[config.mk]
export PLATFORM = sky130hd
export DESIGN_NAME = setpoint_change_framer
export DESIGN_NICKNAME = d
export VERILOG_FILES = /design/src/hdl/scf_pkg.sv /design/src/hdl/scf_core.sv /design/src/hdl/scf_tx.sv /design/src/hdl/setpoint_change_framer.sv
export SDC_FILE = /design/constraint.sdc
export NUM_CORES = 1
export LEC_CHECK = 0
export BUFFER_PORTS_ARGS = -buffer_cell sky130_fd_sc_hd__buf_2
export CORE_MARGIN = 1.5
export CORE_UTILIZATION = 64
export DETAILED_ROUTE_END_ITERATION = 7
export GPL_TIMING_DRIVEN = 0
export PLACE_DENSITY = 0.81
export REMOVE_ABC_BUFFERS = 1
export SLEW_MARGIN = 20
export SYNTH_ARGS = -nofsm -noshare
export SYNTH_HDL_FRONTEND = slang
export SYNTH_SLANG_ARGS = --single-unit
[constraint.sdc]
create_clock -name clk -period 7.7 [get_ports clk]
set_clock_uncertainty 0.2 [all_clocks]
set_input_delay 0.385 -clock clk [delete_from_list [all_inputs] [get_ports clk]]
set_output_delay 0.385 -clock clk [all_outputs]
set_load 0.01 [all_outputs]
[src/hdl/scf_pkg.sv]
package scf_pkg;

  localparam int SP_W    = 14;
  localparam int BYTE_W  = 8;
  localparam int FRAME_N = 6;
  localparam int CFG_IDX_W  = 3;
  localparam int CFG_DATA_W = SP_W;

  // Configuration register indexes.
  localparam logic [CFG_IDX_W-1:0] CFG_RELAY_MODE      = 3'd0;
  localparam logic [CFG_IDX_W-1:0] CFG_DEADBAND        = 3'd1;
  localparam logic [CFG_IDX_W-1:0] CFG_HEARTBEAT_LIMIT = 3'd2;
  localparam logic [CFG_IDX_W-1:0] CFG_PACE_LIMIT      = 3'd3;
  localparam logic [CFG_IDX_W-1:0] CFG_PRESET_LOW      = 3'd4;
  localparam logic [CFG_IDX_W-1:0] CFG_PRESET_HIGH     = 3'd5;
  localparam logic [CFG_IDX_W-1:0] CFG_PRESET_CENTER   = 3'd6;

  // Reset values.
  localparam logic [7:0]      RST_DEADBAND        = 8'd30;
  localparam logic [5:0]      RST_HEARTBEAT_LIMIT = 6'd25;
  localparam logic [3:0]      RST_PACE_LIMIT      = 4'd2;
  localparam logic [SP_W-1:0] RST_PRESET_LOW      = 14'd50;
  localparam logic [SP_W-1:0] RST_PRESET_HIGH     = 14'd4000;
  localparam logic [SP_W-1:0] RST_PRESET_CENTER   = 14'd2000;
  localparam logic [SP_W-1:0] RST_SETPOINT        = 14'd2000;

  // Item kinds.
  localparam logic KIND_TICK    = 1'b0;
  localparam logic KIND_COMMAND = 1'b1;

  // Frame markers and substitutes.
  localparam logic [7:0] MK_PLAIN_A  = 8'hFD;
  localparam logic [7:0] MK_PLAIN_B  = 8'hFE;
  localparam logic [7:0] SUB_PLAIN   = 8'hFC;
  localparam logic [7:0] MK_RELAY_SO = 8'hF2;
  localparam logic [7:0] MK_RELAY_EO = 8'hFF;
  localparam logic [7:0] SUB_RELAY   = 8'hF0;
  localparam logic [7:0] RES_RELAY_1 = 8'hF1;
  localparam logic [7:0] RES_RELAY_3 = 8'hF3;

  typedef logic [FRAME_N-1:0][BYTE_W-1:0] frame_t;

  typedef struct packed {
    logic   load;
    frame_t bytes;
  } frame_load_t;

endpackage

[src/hdl/scf_core.sv]
module scf_core (
  input  logic                              clk,
  input  logic                              rst_n,
  input  logic                              cfg_wr,
  input  logic [scf_pkg::CFG_IDX_W-1:0]     cfg_index,
  input  logic [scf_pkg::CFG_DATA_W-1:0]    cfg_data,
  input  logic                              in_fire,
  input  logic                              in_kind,
  input  logic [7:0]                        in_rx_byte,
  output logic                              emit,
  output scf_pkg::frame_load_t              frame_out
);

  localparam logic [7:0] CMD_BOTH_AB  = 8'h61; // 'a'
  localparam logic [7:0] CMD_BOTH_BA  = 8'h64; // 'd'
  localparam logic [7:0] CMD_LOW      = 8'h77; // 'w'
  localparam logic [7:0] CMD_HIGH     = 8'h78; // 'x'
  localparam logic [7:0] CMD_CENTER   = 8'h73; // 's'
  localparam logic [7:0] CMD_ENTRY_A  = 8'h6C; // 'l'
  localparam logic [7:0] CMD_ENTRY_B  = 8'h72; // 'r'
  localparam logic [7:0] CMD_COMMIT_A = 8'h66; // 'f'
  localparam logic [7:0] CMD_COMMIT_B = 8'h67; // 'g'
  localparam logic [7:0] CHR_ZERO     = 8'h30;
  localparam logic [7:0] CHR_NINE     = 8'h39;
  localparam logic [2:0] LAST_DIGIT   = 3'd3;

  localparam int SP_W = scf_pkg::SP_W;

  logic            relay_mode_r, relay_mode_nxt;
  logic [7:0]      deadband_r, deadband_nxt;
  logic [5:0]      hb_limit_r, hb_limit_nxt;
  logic [3:0]      pace_limit_r, pace_limit_nxt;
  logic [SP_W-1:0] preset_low_r, preset_low_nxt;
  logic [SP_W-1:0] preset_high_r, preset_high_nxt;
  logic [SP_W-1:0] preset_center_r, preset_center_nxt;
  logic [SP_W-1:0] setpoint_a_r, setpoint_a_nxt;
  logic [SP_W-1:0] setpoint_b_r, setpoint_b_nxt;
  logic [SP_W-1:0] sent_a_r, sent_a_nxt;
  logic [SP_W-1:0] sent_b_r, sent_b_nxt;
  logic [5:0]      hb_count_r, hb_count_nxt;
  logic [3:0]      pace_count_r, pace_count_nxt;
  logic            change_pending_r, change_pending_nxt;
  logic            pace_pending_r, pace_pending_nxt;
  logic            entry_a_active_r, entry_a_active_nxt;
  logic            entry_b_active_r, entry_b_active_nxt;
  logic [2:0]      digit_index_r, digit_index_nxt;
  logic [SP_W-1:0] entry_a_value_r, entry_a_value_nxt;
  logic [SP_W-1:0] entry_b_value_r, entry_b_value_nxt;

  logic            hb_fire, pace_fire, moved_a, moved_b;
  logic            change_now, pace_now;
  logic [2:0]      idx_mid;
  logic [7:0]      al, ah, bl, bh;
  scf_pkg::frame_t frame;

  function automatic logic [SP_W-1:0] digit_term(input logic [7:0] c, input logic [1:0] idx);
    logic [3:0] dv;
    logic [9:0] w;
    begin
      if (c >= CHR_ZERO && c <= CHR_NINE) begin
        dv = c[3:0];
      end else if (c > CHR_NINE) begin
        dv = 4'd10;
      end else begin
        dv = 4'd11;
      end
      case (idx)
        2'd0: w = 10'd1000;
        2'd1: w = 10'd100;
        2'd2: w = 10'd10;
        2'd3: w = 10'd1;
        default: w = 10'd1;
      endcase
      digit_term = {10'b0, dv} * {4'b0, w};
    end
  endfunction

  function automatic logic moved(input logic [SP_W-1:0] now, input logic [SP_W-1:0] last,
                                 input logic [7:0] band);
    logic [SP_W-1:0] d;
    begin
      d = (now > last) ? (now - last) : (last - now);
      moved = d > {6'b0, band};
    end
  endfunction

  function automatic logic [7:0] fix_relay(input logic [7:0] b);
    fix_relay = (b == scf_pkg::RES_RELAY_1 || b == scf_pkg::MK_RELAY_SO ||
                 b == scf_pkg::RES_RELAY_3) ? scf_pkg::SUB_RELAY : b;
  endfunction

  function automatic logic [7:0] fix_plain(input logic [7:0] b);
    fix_plain = (b == scf_pkg::MK_PLAIN_A || b == scf_pkg::MK_PLAIN_B) ?
                scf_pkg::SUB_PLAIN : b;
  endfunction

  // Decision for a tick, taken from the state before the tick.
  assign hb_fire    = hb_count_r > hb_limit_r;
  assign pace_fire  = pace_count_r > pace_limit_r;
  assign moved_a    = moved(setpoint_a_r, sent_a_r, deadband_r);
  assign moved_b    = moved(setpoint_b_r, sent_b_r, deadband_r);
  assign change_now = change_pending_r | hb_fire | moved_a | moved_b;
  assign pace_now   = pace_pending_r | pace_fire;
  assign emit       = (in_kind == scf_pkg::KIND_TICK) && change_now && pace_now;

  assign al = setpoint_a_r[7:0];
  assign ah = {2'b0, setpoint_a_r[SP_W-1:8]};
  assign bl = setpoint_b_r[7:0];
  assign bh = {2'b0, setpoint_b_r[SP_W-1:8]};

  always_comb begin
    if (relay_mode_r) begin
      frame[0] = scf_pkg::MK_RELAY_SO;
      frame[1] = fix_relay(al);
      frame[2] = fix_relay(ah);
      frame[3] = fix_relay(bl);
      frame[4] = fix_relay(bh);
      frame[5] = scf_pkg::MK_RELAY_EO;
    end else begin
      frame[0] = scf_pkg::MK_PLAIN_A;
      frame[1] = fix_plain(al);
      frame[2] = fix_plain(ah);
      frame[3] = scf_pkg::MK_PLAIN_B;
      frame[4] = fix_plain(bl);
      frame[5] = fix_plain(bh);
    end
  end

  assign frame_out.load  = in_fire && emit;
  assign frame_out.bytes = frame;

  always_comb begin
    relay_mode_nxt     = relay_mode_r;
    deadband_nxt       = deadband_r;
    hb_limit_nxt       = hb_limit_r;
    pace_limit_nxt     = pace_limit_r;
    preset_low_nxt     = preset_low_r;
    preset_high_nxt    = preset_high_r;
    preset_center_nxt  = preset_center_r;
    setpoint_a_nxt     = setpoint_a_r;
    setpoint_b_nxt     = setpoint_b_r;
    sent_a_nxt         = sent_a_r;
    sent_b_nxt         = sent_b_r;
    hb_count_nxt       = hb_count_r;
    pace_count_nxt     = pace_count_r;
    change_pending_nxt = change_pending_r;
    pace_pending_nxt   = pace_pending_r;
    entry_a_active_nxt = entry_a_active_r;
    entry_b_active_nxt = entry_b_active_r;
    digit_index_nxt    = digit_index_r;
    entry_a_value_nxt  = entry_a_value_r;
    entry_b_value_nxt  = entry_b_value_r;
    idx_mid            = digit_index_r;

    if (cfg_wr) begin
      case (cfg_index)
        scf_pkg::CFG_RELAY_MODE:      relay_mode_nxt    = cfg_data[0];
        scf_pkg::CFG_DEADBAND:        deadband_nxt      = cfg_data[7:0];
        scf_pkg::CFG_HEARTBEAT_LIMIT: hb_limit_nxt      = cfg_data[5:0];
        scf_pkg::CFG_PACE_LIMIT:      pace_limit_nxt    = cfg_data[3:0];
        scf_pkg::CFG_PRESET_LOW:      preset_low_nxt    = cfg_data;
        scf_pkg::CFG_PRESET_HIGH:     preset_high_nxt   = cfg_data;
        scf_pkg::CFG_PRESET_CENTER:   preset_center_nxt = cfg_data;
        default: ;
      endcase
    end

    if (in_fire && in_kind == scf_pkg::KIND_COMMAND) begin
      case (in_rx_byte)
        CMD_BOTH_AB: begin
          setpoint_a_nxt = preset_low_r;
          setpoint_b_nxt = preset_high_r;
        end
        CMD_BOTH_BA: begin
          setpoint_a_nxt = preset_high_r;
          setpoint_b_nxt = preset_low_r;
        end
        CMD_LOW: begin
          setpoint_a_nxt = preset_low_r;
          setpoint_b_nxt = preset_low_r;
        end
        CMD_HIGH: begin
          setpoint_a_nxt = preset_high_r;
          setpoint_b_nxt = preset_high_r;
        end
        CMD_CENTER: begin
          setpoint_a_nxt = preset_center_r;
          setpoint_b_nxt = preset_center_r;
        end
        CMD_ENTRY_A: begin
          entry_a_active_nxt = 1'b1;
          digit_index_nxt    = 3'd0;
        end
        CMD_ENTRY_B: begin
          entry_b_active_nxt = 1'b1;
          digit_index_nxt    = 3'd0;
        end
        CMD_COMMIT_A: begin
          entry_a_active_nxt = 1'b0;
          digit_index_nxt    = 3'd0;
          setpoint_a_nxt     = entry_a_value_r;
          entry_a_value_nxt  = '0;
        end
        CMD_COMMIT_B: begin
          entry_b_active_nxt = 1'b0;
          digit_index_nxt    = 3'd0;
          setpoint_b_nxt     = entry_b_value_r;
          entry_b_value_nxt  = '0;
        end
        default: begin
          // With both entries open, A takes the digit first and B the next place.
          if (digit_index_r <= LAST_DIGIT) begin
            if (entry_a_active_r) begin
              entry_a_value_nxt = entry_a_value_r + digit_term(in_rx_byte, digit_index_r[1:0]);
              idx_mid           = digit_index_r + 3'd1;
            end
            digit_index_nxt = idx_mid;
            if (entry_b_active_r) begin
              if (idx_mid <= LAST_DIGIT) begin
                entry_b_value_nxt = entry_b_value_r + digit_term(in_rx_byte, idx_mid[1:0]);
              end
              digit_index_nxt = idx_mid + 3'd1;
            end
            if (!entry_a_active_r && !entry_b_active_r) begin
              digit_index_nxt = 3'd0;
            end
          end
        end
      endcase
    end

    if (in_fire && in_kind == scf_pkg::KIND_TICK) begin
      hb_count_nxt       = hb_fire ? 6'd0 : hb_count_r + 6'd1;
      pace_count_nxt     = pace_fire ? 4'd0 : pace_count_r + 4'd1;
      change_pending_nxt = change_now;
      pace_pending_nxt   = pace_now;
      if (emit) begin
        sent_a_nxt         = setpoint_a_r;
        sent_b_nxt         = setpoint_b_r;
        change_pending_nxt = 1'b0;
        pace_pending_nxt   = 1'b0;
      end
    end
  end

  always_ff @(posedge clk) begin
    if (!rst_n) begin
      relay_mode_r     <= 1'b0;
      deadband_r       <= scf_pkg::RST_DEADBAND;
      hb_limit_r       <= scf_pkg::RST_HEARTBEAT_LIMIT;
      pace_limit_r     <= scf_pkg::RST_PACE_LIMIT;
      preset_low_r     <= scf_pkg::RST_PRESET_LOW;
      preset_high_r    <= scf_pkg::RST_PRESET_HIGH;
      preset_center_r  <= scf_pkg::RST_PRESET_CENTER;
      setpoint_a_r     <= scf_pkg::RST_SETPOINT;
      setpoint_b_r     <= scf_pkg::RST_SETPOINT;
      sent_a_r         <= scf_pkg::RST_SETPOINT;
      sent_b_r         <= scf_pkg::RST_SETPOINT;
      hb_count_r       <= '0;
      pace_count_r     <= '0;
      change_pending_r <= 1'b0;
      pace_pending_r   <= 1'b0;
      entry_a_active_r <= 1'b0;
      entry_b_active_r <= 1'b0;
      digit_index_r    <= '0;
      entry_a_value_r  <= '0;
      entry_b_value_r  <= '0;
    end else begin
      relay_mode_r     <= relay_mode_nxt;
      deadband_r       <= deadband_nxt;
      hb_limit_r       <= hb_limit_nxt;
      pace_limit_r     <= pace_limit_nxt;
      preset_low_r     <= preset_low_nxt;
      preset_high_r    <= preset_high_nxt;
      preset_center_r  <= preset_center_nxt;
      setpoint_a_r     <= setpoint_a_nxt;
      setpoint_b_r     <= setpoint_b_nxt;
      sent_a_r         <= sent_a_nxt;
      sent_b_r         <= sent_b_nxt;
      hb_count_r       <= hb_count_nxt;
      pace_count_r     <= pace_count_nxt;
      change_pending_r <= change_pending_nxt;
      pace_pending_r   <= pace_pending_nxt;
      entry_a_active_r <= entry_a_active_nxt;
      entry_b_active_r <= entry_b_active_nxt;
      digit_index_r    <= digit_index_nxt;
      entry_a_value_r  <= entry_a_value_nxt;
      entry_b_value_r  <= entry_b_value_nxt;
    end
  end

`ifndef NO_ASSERTIONS
  a_flags_clear_after_frame: assert property (@(posedge clk) disable iff (!rst_n)
    frame_out.load |=> !change_pending_r && !pace_pending_r)
    else $error("pending flags survived a sent frame");

  a_sent_follows_setpoint: assert property (@(posedge clk) disable iff (!rst_n)
    frame_out.load |=> sent_a_r == $past(setpoint_a_r) && sent_b_r == $past(setpoint_b_r))
    else $error("sent values not recorded with the frame");

  a_digit_index_bound: assert property (@(posedge clk) disable iff (!rst_n)
    digit_index_r <= 3'd5)
    else $error("digit index ran past the entry width");
`endif

endmodule

[src/hdl/scf_tx.sv]
module scf_tx (
  input  logic                 clk,
  input  logic                 rst_n,
  input  scf_pkg::frame_load_t frame_in,
  output logic                 free,
  output logic                 out_valid,
  input  logic                 out_ready,
  output logic [7:0]           out_frame_byte,
  output logic                 out_frame_end
);

  localparam logic [2:0] FRAME_LEN = 3'(scf_pkg::FRAME_N);

  scf_pkg::frame_t buf_r, buf_nxt;
  logic [2:0]      left_r, left_nxt;
  logic            take;

  assign out_valid      = left_r != 3'd0;
  assign out_frame_byte = buf_r[0];
  assign out_frame_end  = left_r == 3'd1;
  assign take           = out_valid && out_ready;
  // A new frame may land in the same cycle that the last word of the old one leaves.
  assign free           = !out_valid || (take && out_frame_end);

  always_comb begin
    buf_nxt  = buf_r;
    left_nxt = left_r;
    if (take) begin
      buf_nxt  = buf_r >> scf_pkg::BYTE_W;
      left_nxt = left_r - 3'd1;
    end
    if (frame_in.load) begin
      buf_nxt  = frame_in.bytes;
      left_nxt = FRAME_LEN;
    end
  end

  always_ff @(posedge clk) begin
    if (!rst_n) begin
      left_r <= '0;
    end else begin
      left_r <= left_nxt;
    end
  end

  always_ff @(posedge clk) begin
    buf_r <= buf_nxt;
  end

`ifndef NO_ASSERTIONS
  a_no_overwrite: assert property (@(posedge clk) disable iff (!rst_n)
    frame_in.load |-> free)
    else $error("frame loaded over one still in flight");

  a_left_bound: assert property (@(posedge clk) disable iff (!rst_n)
    left_r <= FRAME_LEN)
    else $error("word count beyond frame length");

  a_load_starts_frame: assert property (@(posedge clk) disable iff (!rst_n)
    frame_in.load |=> out_valid && left_r == FRAME_LEN)
    else $error("loaded frame not presented");
`endif

endmodule

[src/hdl/setpoint_change_framer.sv]
// Channel  Direction  Signals
// in       input      in_valid, in_ready, in_kind, in_rx_byte
// out      output     out_valid, out_ready, out_frame_byte, out_frame_end
// cfg      input      cfg_valid, cfg_ready, cfg_index, cfg_data
//
// A command word or a tick is taken when in_valid and in_ready are both high and updates state at that edge.
// A tick that sends a frame loads six words into the output shift register, which
// then gives one word per cycle while out_ready is high.
// in_ready drops only for a frame-sending tick while the previous frame still has
// words waiting, unless its last word leaves in that same cycle; commands and quiet
// ticks pass every cycle.
// rst_n is synchronous and active low; cfg_ready is always high.
module setpoint_change_framer (
  input  logic                           clk,
  input  logic                           rst_n,
  input  logic                           in_valid,
  output logic                           in_ready,
  input  logic                           in_kind,
  input  logic [7:0]                     in_rx_byte,
  output logic                           out_valid,
  input  logic                           out_ready,
  output logic [7:0]                     out_frame_byte,
  output logic                           out_frame_end,
  input  logic                           cfg_valid,
  output logic                           cfg_ready,
  input  logic [scf_pkg::CFG_IDX_W-1:0]  cfg_index,
  input  logic [scf_pkg::CFG_DATA_W-1:0] cfg_data
);

  logic                 emit;
  logic                 tx_free;
  logic                 in_fire;
  scf_pkg::frame_load_t frame;

  assign cfg_ready = 1'b1;
  assign in_ready  = !emit || tx_free;
  assign in_fire   = in_valid && in_ready;

  scf_core u_core (
    .clk        (clk),
    .rst_n      (rst_n),
    .cfg_wr     (cfg_valid && cfg_ready),
    .cfg_index  (cfg_index),
    .cfg_data   (cfg_data),
    .in_fire    (in_fire),
    .in_kind    (in_kind),
    .in_rx_byte (in_rx_byte),
    .emit       (emit),
    .frame_out  (frame)
  );

  scf_tx u_tx (
    .clk            (clk),
    .rst_n          (rst_n),
    .frame_in       (frame),
    .free           (tx_free),
    .out_valid      (out_valid),
    .out_ready      (out_ready),
    .out_frame_byte (out_frame_byte),
    .out_frame_end  (out_frame_end)
  );

endmodule

Yosys cells after proc, flatten, opt, wreduce, memory -nomap -nowiden
Index checks and enable logic that the tools add are counted.
{"block": "classes", "addsub": 11, "multipliers": 2, "n_lt_le_gt_ge": 11, "n_eq_ne": 32, "n_mux": 56, "bitwise_logic": 9, "n_reduce_logical": 62}
{"operator": "2-to-1 mux 48 bit", "n": 3}
{"operator": "case mux 14 bit (4 select lines)", "n": 2}
{"operator": "2-to-1 mux 14 bit", "n": 7}
{"operator": "2-to-1 mux 10 bit", "n": 9}
{"operator": "equality test 8 bit (second input constant)", "n": 10}
{"operator": "case mux 10 bit (4 select lines)", "n": 2}
{"operator": "equality test 8 x 7 -> 1 bit (second input constant)", "n": 9}
{"operator": "case mux 14 bit (2 select lines)", "n": 2}
{"operator": "subtractor 14 bit", "n": 4}
{"operator": "2-to-1 mux 4 bit", "n": 11}
{"operator": "2-to-1 mux 8 bit", "n": 4}
{"operator": "adder 14 bit", "n": 2}
{"operator": "greater-than comparator 14 bit", "n": 2}
{"operator": "greater-than comparator 14 x 8 -> 1 bit", "n": 2}
{"operator": "multiplier 4 x 10 -> 14 bit", "n": 2}
{"operator": "2-to-1 mux 3 bit", "n": 9}
{"operator": "AND reduction 2 bit", "n": 12}
{"operator": "nonzero test 2 bit", "n": 9}
{"operator": "OR reduction 8 bit", "n": 2}
{"operator": "logical AND 1 bit", "n": 10}
{"operator": "OR reduction 2 bit", "n": 5}
{"operator": "equality test 3 bit (second input constant)", "n": 3}
{"operator": "OR reduction 9 bit", "n": 1}
{"operator": "equality test 2 bit (second input constant)", "n": 4}
{"operator": "other kinds (30)", "n": 57}
{"block": "word_totals", "ff_bits": 213, "input_bits": 31, "out_inout_bits": 12, "elab_cells": 211}

Depth between registers and ports, before layout
{"block": "logic_depth", "word_depth": 25, "mapped_depth": 30, "depth_no_buf": 25}

By module
A second synthesis with hierarchy kept.
{"block": "hier_totals", "hier_cells": 1903, "area_unflattened_um2": 15812.7}
{"mod": "scf_core", "instances": 1, "cells_per_inst": 1763, "area_each_um2": 13523.0, "seq_area_each_um2": 3243.1}
{"mod": "scf_tx", "instances": 1, "cells_per_inst": 136, "area_each_um2": 2255.9, "seq_area_each_um2": 1501.4}
{"mod": "setpoint_change_framer", "instances": 1, "cells_per_inst": 4, "area_each_um2": 33.8, "seq_area_each_um2": 0.0}

Least setup slack after synthesis
Ideal clock, no wire load.
{"block": "synth_path", "kind": "register to register", "from": "register u_core.setpoint_b_r[0]", "to": "register u_tx.buf_r[10] (netlist bit) (enable)", "setup_ps": 459, "arrival_ps": 5591, "required_time_ps": 7041, "slack_ps": 1450, "path_stages_with_launch": 28, "path_buffers": 4, "period_less_slack_ps": 6250, "path_cell_list": "dfxtp_1 > inv_1 > ha_1 > inv_1 > fa_1 > a211oi_1 > nor2_1 > o21ai_0 > o21bai_1 > buf_2 > o311ai_0 > nand2_1 > a221o_1 > a21oi_1 > xnor2_1 > ha_1 > nor2b_1 > o21ai_0 > o21ai_0 > nor3_1 > o2111ai_1 > a2111oi_4 > nand4_2 > and3_1 > buf_6 > buf_6 > buf_6 > a21o_1"}
{"block": "synth_via", "elab_chain_len": 11, "elab_cells_between_ends": 13, "cone_classes": "add/sub: 2; order compare: 2; mux: 1; bitwise: 1; reduce/logical: 7"}
{"element": "start, declared", "line": "scf_core.sv:37", "text": "logic [SP_W-1:0] setpoint_b_r, setpoint_b_nxt;"}
{"element": "start signal, assigned", "line": "scf_core.sv:256", "text": "setpoint_b_r <= scf_pkg::RST_SETPOINT;"}
{"element": "start signal, assigned", "line": "scf_core.sv:277", "text": "setpoint_b_r <= setpoint_b_nxt;"}
{"element": "subtractor 14 bit or greater-than comparator 14 bit (tied branches)", "line": "scf_core.sv:82", "text": "d = (now > last) ? (now - last) : (last - now);"}
{"element": "2-to-1 mux 14 bit (*)", "line": "scf_core.sv:82"}
{"element": "greater-than comparator 14 x 8 -> 1 bit (*)", "line": "scf_core.sv:83", "text": "moved = d > {6'b0, band};"}
{"element": "bitwise OR 1 bit (*)", "line": "scf_core.sv:102", "text": "assign change_now = change_pending_r | hb_fire | moved_a | moved_b;"}
{"element": "logical AND 1 bit (*) (2 in series)", "line": "scf_core.sv:104", "text": "assign emit = (in_kind == scf_pkg::KIND_TICK) && change_now && pace_now;"}
{"element": "logical NOT 1 bit", "line": "setpoint_change_framer.sv:36", "text": "assign in_ready = !emit || tx_free;"}
{"element": "logical OR 1 bit", "line": "setpoint_change_framer.sv:36"}
{"element": "logical AND 1 bit", "line": "setpoint_change_framer.sv:37", "text": "assign in_fire = in_valid && in_ready;"}
{"element": "logical AND 1 bit (*)", "line": "scf_core.sv:129", "text": "assign frame_out.load = in_fire && emit;"}
{"element": "nonzero test 2 bit (no source line) (*)"}
{"element": "end signal, assigned", "line": "scf_tx.sv:47", "text": "buf_r <= buf_nxt;"}
{"element": "end, declared", "line": "scf_tx.sv:14", "text": "scf_pkg::frame_t buf_r, buf_nxt;"}
Every way passes the cells marked *; elsewhere a longest branch is shown, timed or not.
A chain may end at the register's enable or synchronous reset.

Worst setup path after layout
{"block": "layout_path", "from": "register u_core.setpoint_b_r[0]", "to": "register u_tx.buf_r, in the netlist u_tx.out_frame_byte[3] (enable)"}
The elaborated chain is that of the path after synthesis.

==> results.yml <==
critical_path:
  crit_path_frequent_cell: "o21ai_0"
  path_class: "flip-flop to flip-flop"
  worst-path-max-fanout: 63
  worstReg2RegEnd: "u_tx.out_frame_byte[3]"
  cp.arrival_ps: 7110
  crit_required_ps: 7750
  end_kind: "flip-flop"
  cp_slowest_cell: "a21o_2"
  reg2reg_depth: 25
  reg2reg_slack_ps: 640
  r2r-start: "u_core.setpoint_b_r[0]"
  cpPeakStageDelay_ps: 520
  crit_path_start_kind: "flip-flop"
die:
  num_rows: 57
  start_util: 0.650
  fp.coreArea_mm2: 0.0242
  die_h_um: 160
  pin_count: 43
  dieArea_mm2: 0.0256
  die_width_um: 160
synth:
  muxShareOfSynthArea: 0.0445
  synth_ff_type: "dfxtp_1"
  synth_seq_area_share: 0.299
  syn_area_per_cell_um2: 8.52
  yosys_warnings: 0
  synth_fa_ha_area_frac: 0.183
  synth-edff-count: 47
  synthSimpleGateAreaFrac: 0.175
  async_reset_ff_frac: 0
  synth-xor-area-share: 0.0233
  netlist_area_mm2: 0.0158
  synth-compound-area-share: 0.183
  synth_top_family_by_area: "compound AO/OA/AOI/OAI gates"
  synth.distinct_cells: 80
  ys_ff_latch: 212
  netlist_instances: 1850
clock_tree:
  htree_num_levels: 1
  cts.sinks: 212
  clk_path_buf_depth: 3
  cts_buffers: 23
  cts_root_buffer: "clkbuf_16"
  cts_tree: "built"
  clk_latency_ps: 510
  clk_pin_slew_ps: 70
  post-cts-setup-buffers: 0
power:
  power.internal_mw: 2.21
  power_mw: 3.06
  vdd_drop_max_mv: 0.177
  pwr-share-seq: 0.426
  p_leak_nw: 7.55
  pwr-share-comb: 0.210
  powerDensity_mw_per_mm2: 180
  p_clk_frac: 0.365
  swShare: 0.278
  p_switching_uw: 850
grt:
  grt_overflow: 0
  grt_max_degree: 124
  antenna_found_initial: 0
  grt_usage: 0.296
  grt_pass1_wl_um: 61900
  first_global_vias: 12500
routing:
  routed-via-count: 13200
  drtIter0Drc: 1642
  routed_wl_um: 38000
  drt-pass1-iter-count: 8
  avgRoutedWirePerCell_um: 17.4
  antenna_left: 0
  drc: 5
  via_per_inst: 6.04
worst_hold_path:
  whs_path_depth: 3
  holdPathEnd: "u_core.preset_high_r[3]"
  hold_start: "cfg_data[3]"
  hold_class: "input pin to flip-flop"
place:
  io_buffers: 41
  globalplace.congestion: 0.928
  place_hpwl_um: 28400
run_status:
  violations: "design-rule violations"
  status: "complete, but fails checks"
timing:
  finalCritPeriodShare: 0.916
  fmax_mhz: 142
  hold_viol_final: 0
  tns_ps: 0
  period_needed_ps: 7060
  setup_viol: 0
  report.final.slew_viol_count: 0
  worst_pin_slew_ps: 998
  timing.slew.headroom: 0.332
  rsz0062_at_grt: "no"
cells_and_area:
  finalNetCount: 2076
  antenna_cells: 0
  syn2layout_area_growth_pct: 7.93
  layout_commonest_cell: "inv_1"
  layout_common_cells: "inv_1 (250), nand2_1 (228), dfxtp_1 (164)"
  drive_gt1_frac: 0.0843
job:
  maxCapViolCount: 0
==> power by group through the flow <==
| stage | registers, mW | logic, mW | clock network (mW) |
|---|---|---|---|
| 2_1_floorplan | 1.32 | 0.437 | 0 |
| 3_3_place_gp | 1.33 | 0.589 | 0 |
| 3_5_place_dp | 1.33 | 0.634 | 0 |
| 4_1_cts | 1.30 | 0.640 | 1.12 |
| 5_1_grt | 1.31 | 0.706 | 1.18 |
| 6_report | 1.30 | 0.641 | 1.11 |
==> registers in the layout, summed over array words and instances, names as in the netlist, 4 cells and up <==
name,count
u_core.pace_count_r,4
u_tx.buf_r,39
u_core.entry_a_value_r,14
u_core.deadband_r,8
u_core.preset_low_r,14
u_core.sent_a_r,14
u_core.preset_center_r,14
u_core.setpoint_b_r,14
u_core.entry_b_value_r,14
u_core.preset_high_r,14
u_tx.out_frame_byte,8
u_core.pace_limit_r,4
u_core.setpoint_a_r,14
u_core.hb_count_r,6
u_core.sent_b_r,14
u_core.hb_limit_r,6
==> critical path: cells and delay by family, from the launching register on <==
| kind | cells | cell delay, ps |
|---|---|---|
| adders and majority gates | 3 | 910 |
| xor gates and xnor gates | 1 | 160 |
| DFF | 1 | 410 |
| buffers and inverters | 4 | 680 |
| and+or+nand+nor | 6 | 1210 |
| AOI/OAI and AO/OA | 11 | 3190 |
==> cell usage after synthesis (28+ instances only) <==
cell type	count	share of area
inv_1	250	0.060
nand2_1	228	0.054
dfxtp_1	165	0.21
ha_1	147	0.12
nor2_1	90	0.021
a21oi_1	80	0.025
o21ai_0	66	0.021
nand3_1	65	0.021
clkbuf_1	58	0.014
nor2b_1	57	0.023
fa_1	52	0.066
edfxtp_1	47	0.090
mux2i_1	46	0.029
a21boi_0	40	0.019
a222oi_1	28	0.018
and2_1	28	0.011
nor3_1	28	0.0089
==> what timing repair did <==
action / CTS / global route
gates resized for setup: 0 / 1
hold endpoints to repair: 29 / 0
hold buffers: 10 / 0
endpoints found under the setup margin: 0 / 41
==> logic make-up after synthesis <==
kind of cell / after synthesis
fa+ha+maj: 199
compound gates: 409
xor+xnor: 42
flops: 212
mux: 64
other cells: 1
simple gates: 576
buf+inv: 347
==> layer usage <==
layer,global-route usage,wire length (um),vias to the layer above
met4,0.0960,1040,0
met3,0.0371,2800,87
met5,0,0,-
li1,-,-,6336
met2,0.495,17900,490
met1,0.399,16300,6291
==> metrics by stage <==
stage	util	instance area, um2	setup WS, ps	hold slack, ps	std cells
after floorplan	-	15200	-593	243	1754
after global placement	0.654	15900	-2700	258	2119
after detailed placement	0.666	16100	402	267	2135
after CTS	0.701	17000	415	0.962	2186
after global routing	0.701	17000	210	19.3	2186
final	0.701	17000	644	10.9	2186
==> cell type report <==
type,count,area [um2]
inverter,251,942
fill,1921,7240
clock buffer,34,637
timing repair buffer,67,512
sequential,212,4720
multi-input combinational,1291,9680
clock inverter,7,115
tap,324,405
==> worst max-delay path by stage <==
stage,slack (ps),start,endpoint
finish,640,u_core.setpoint_b_r[0],u_tx.out_frame_byte[3]
floorplan,-590,u_core.setpoint_b_r[0],u_tx.buf_r[10]
global route,210,u_core.setpoint_a_r[0],u_tx.buf_r[8]
global placement,-2700,u_core.setpoint_b_r[0],u_tx.out_frame_byte[0]
detailed placement,400,u_core.setpoint_a_r[0],u_tx.out_frame_byte[2]
CTS,410,u_core.setpoint_a_r[9],u_tx.buf_r[10]
No activity file was read; power rests on OpenSTA's default activity.
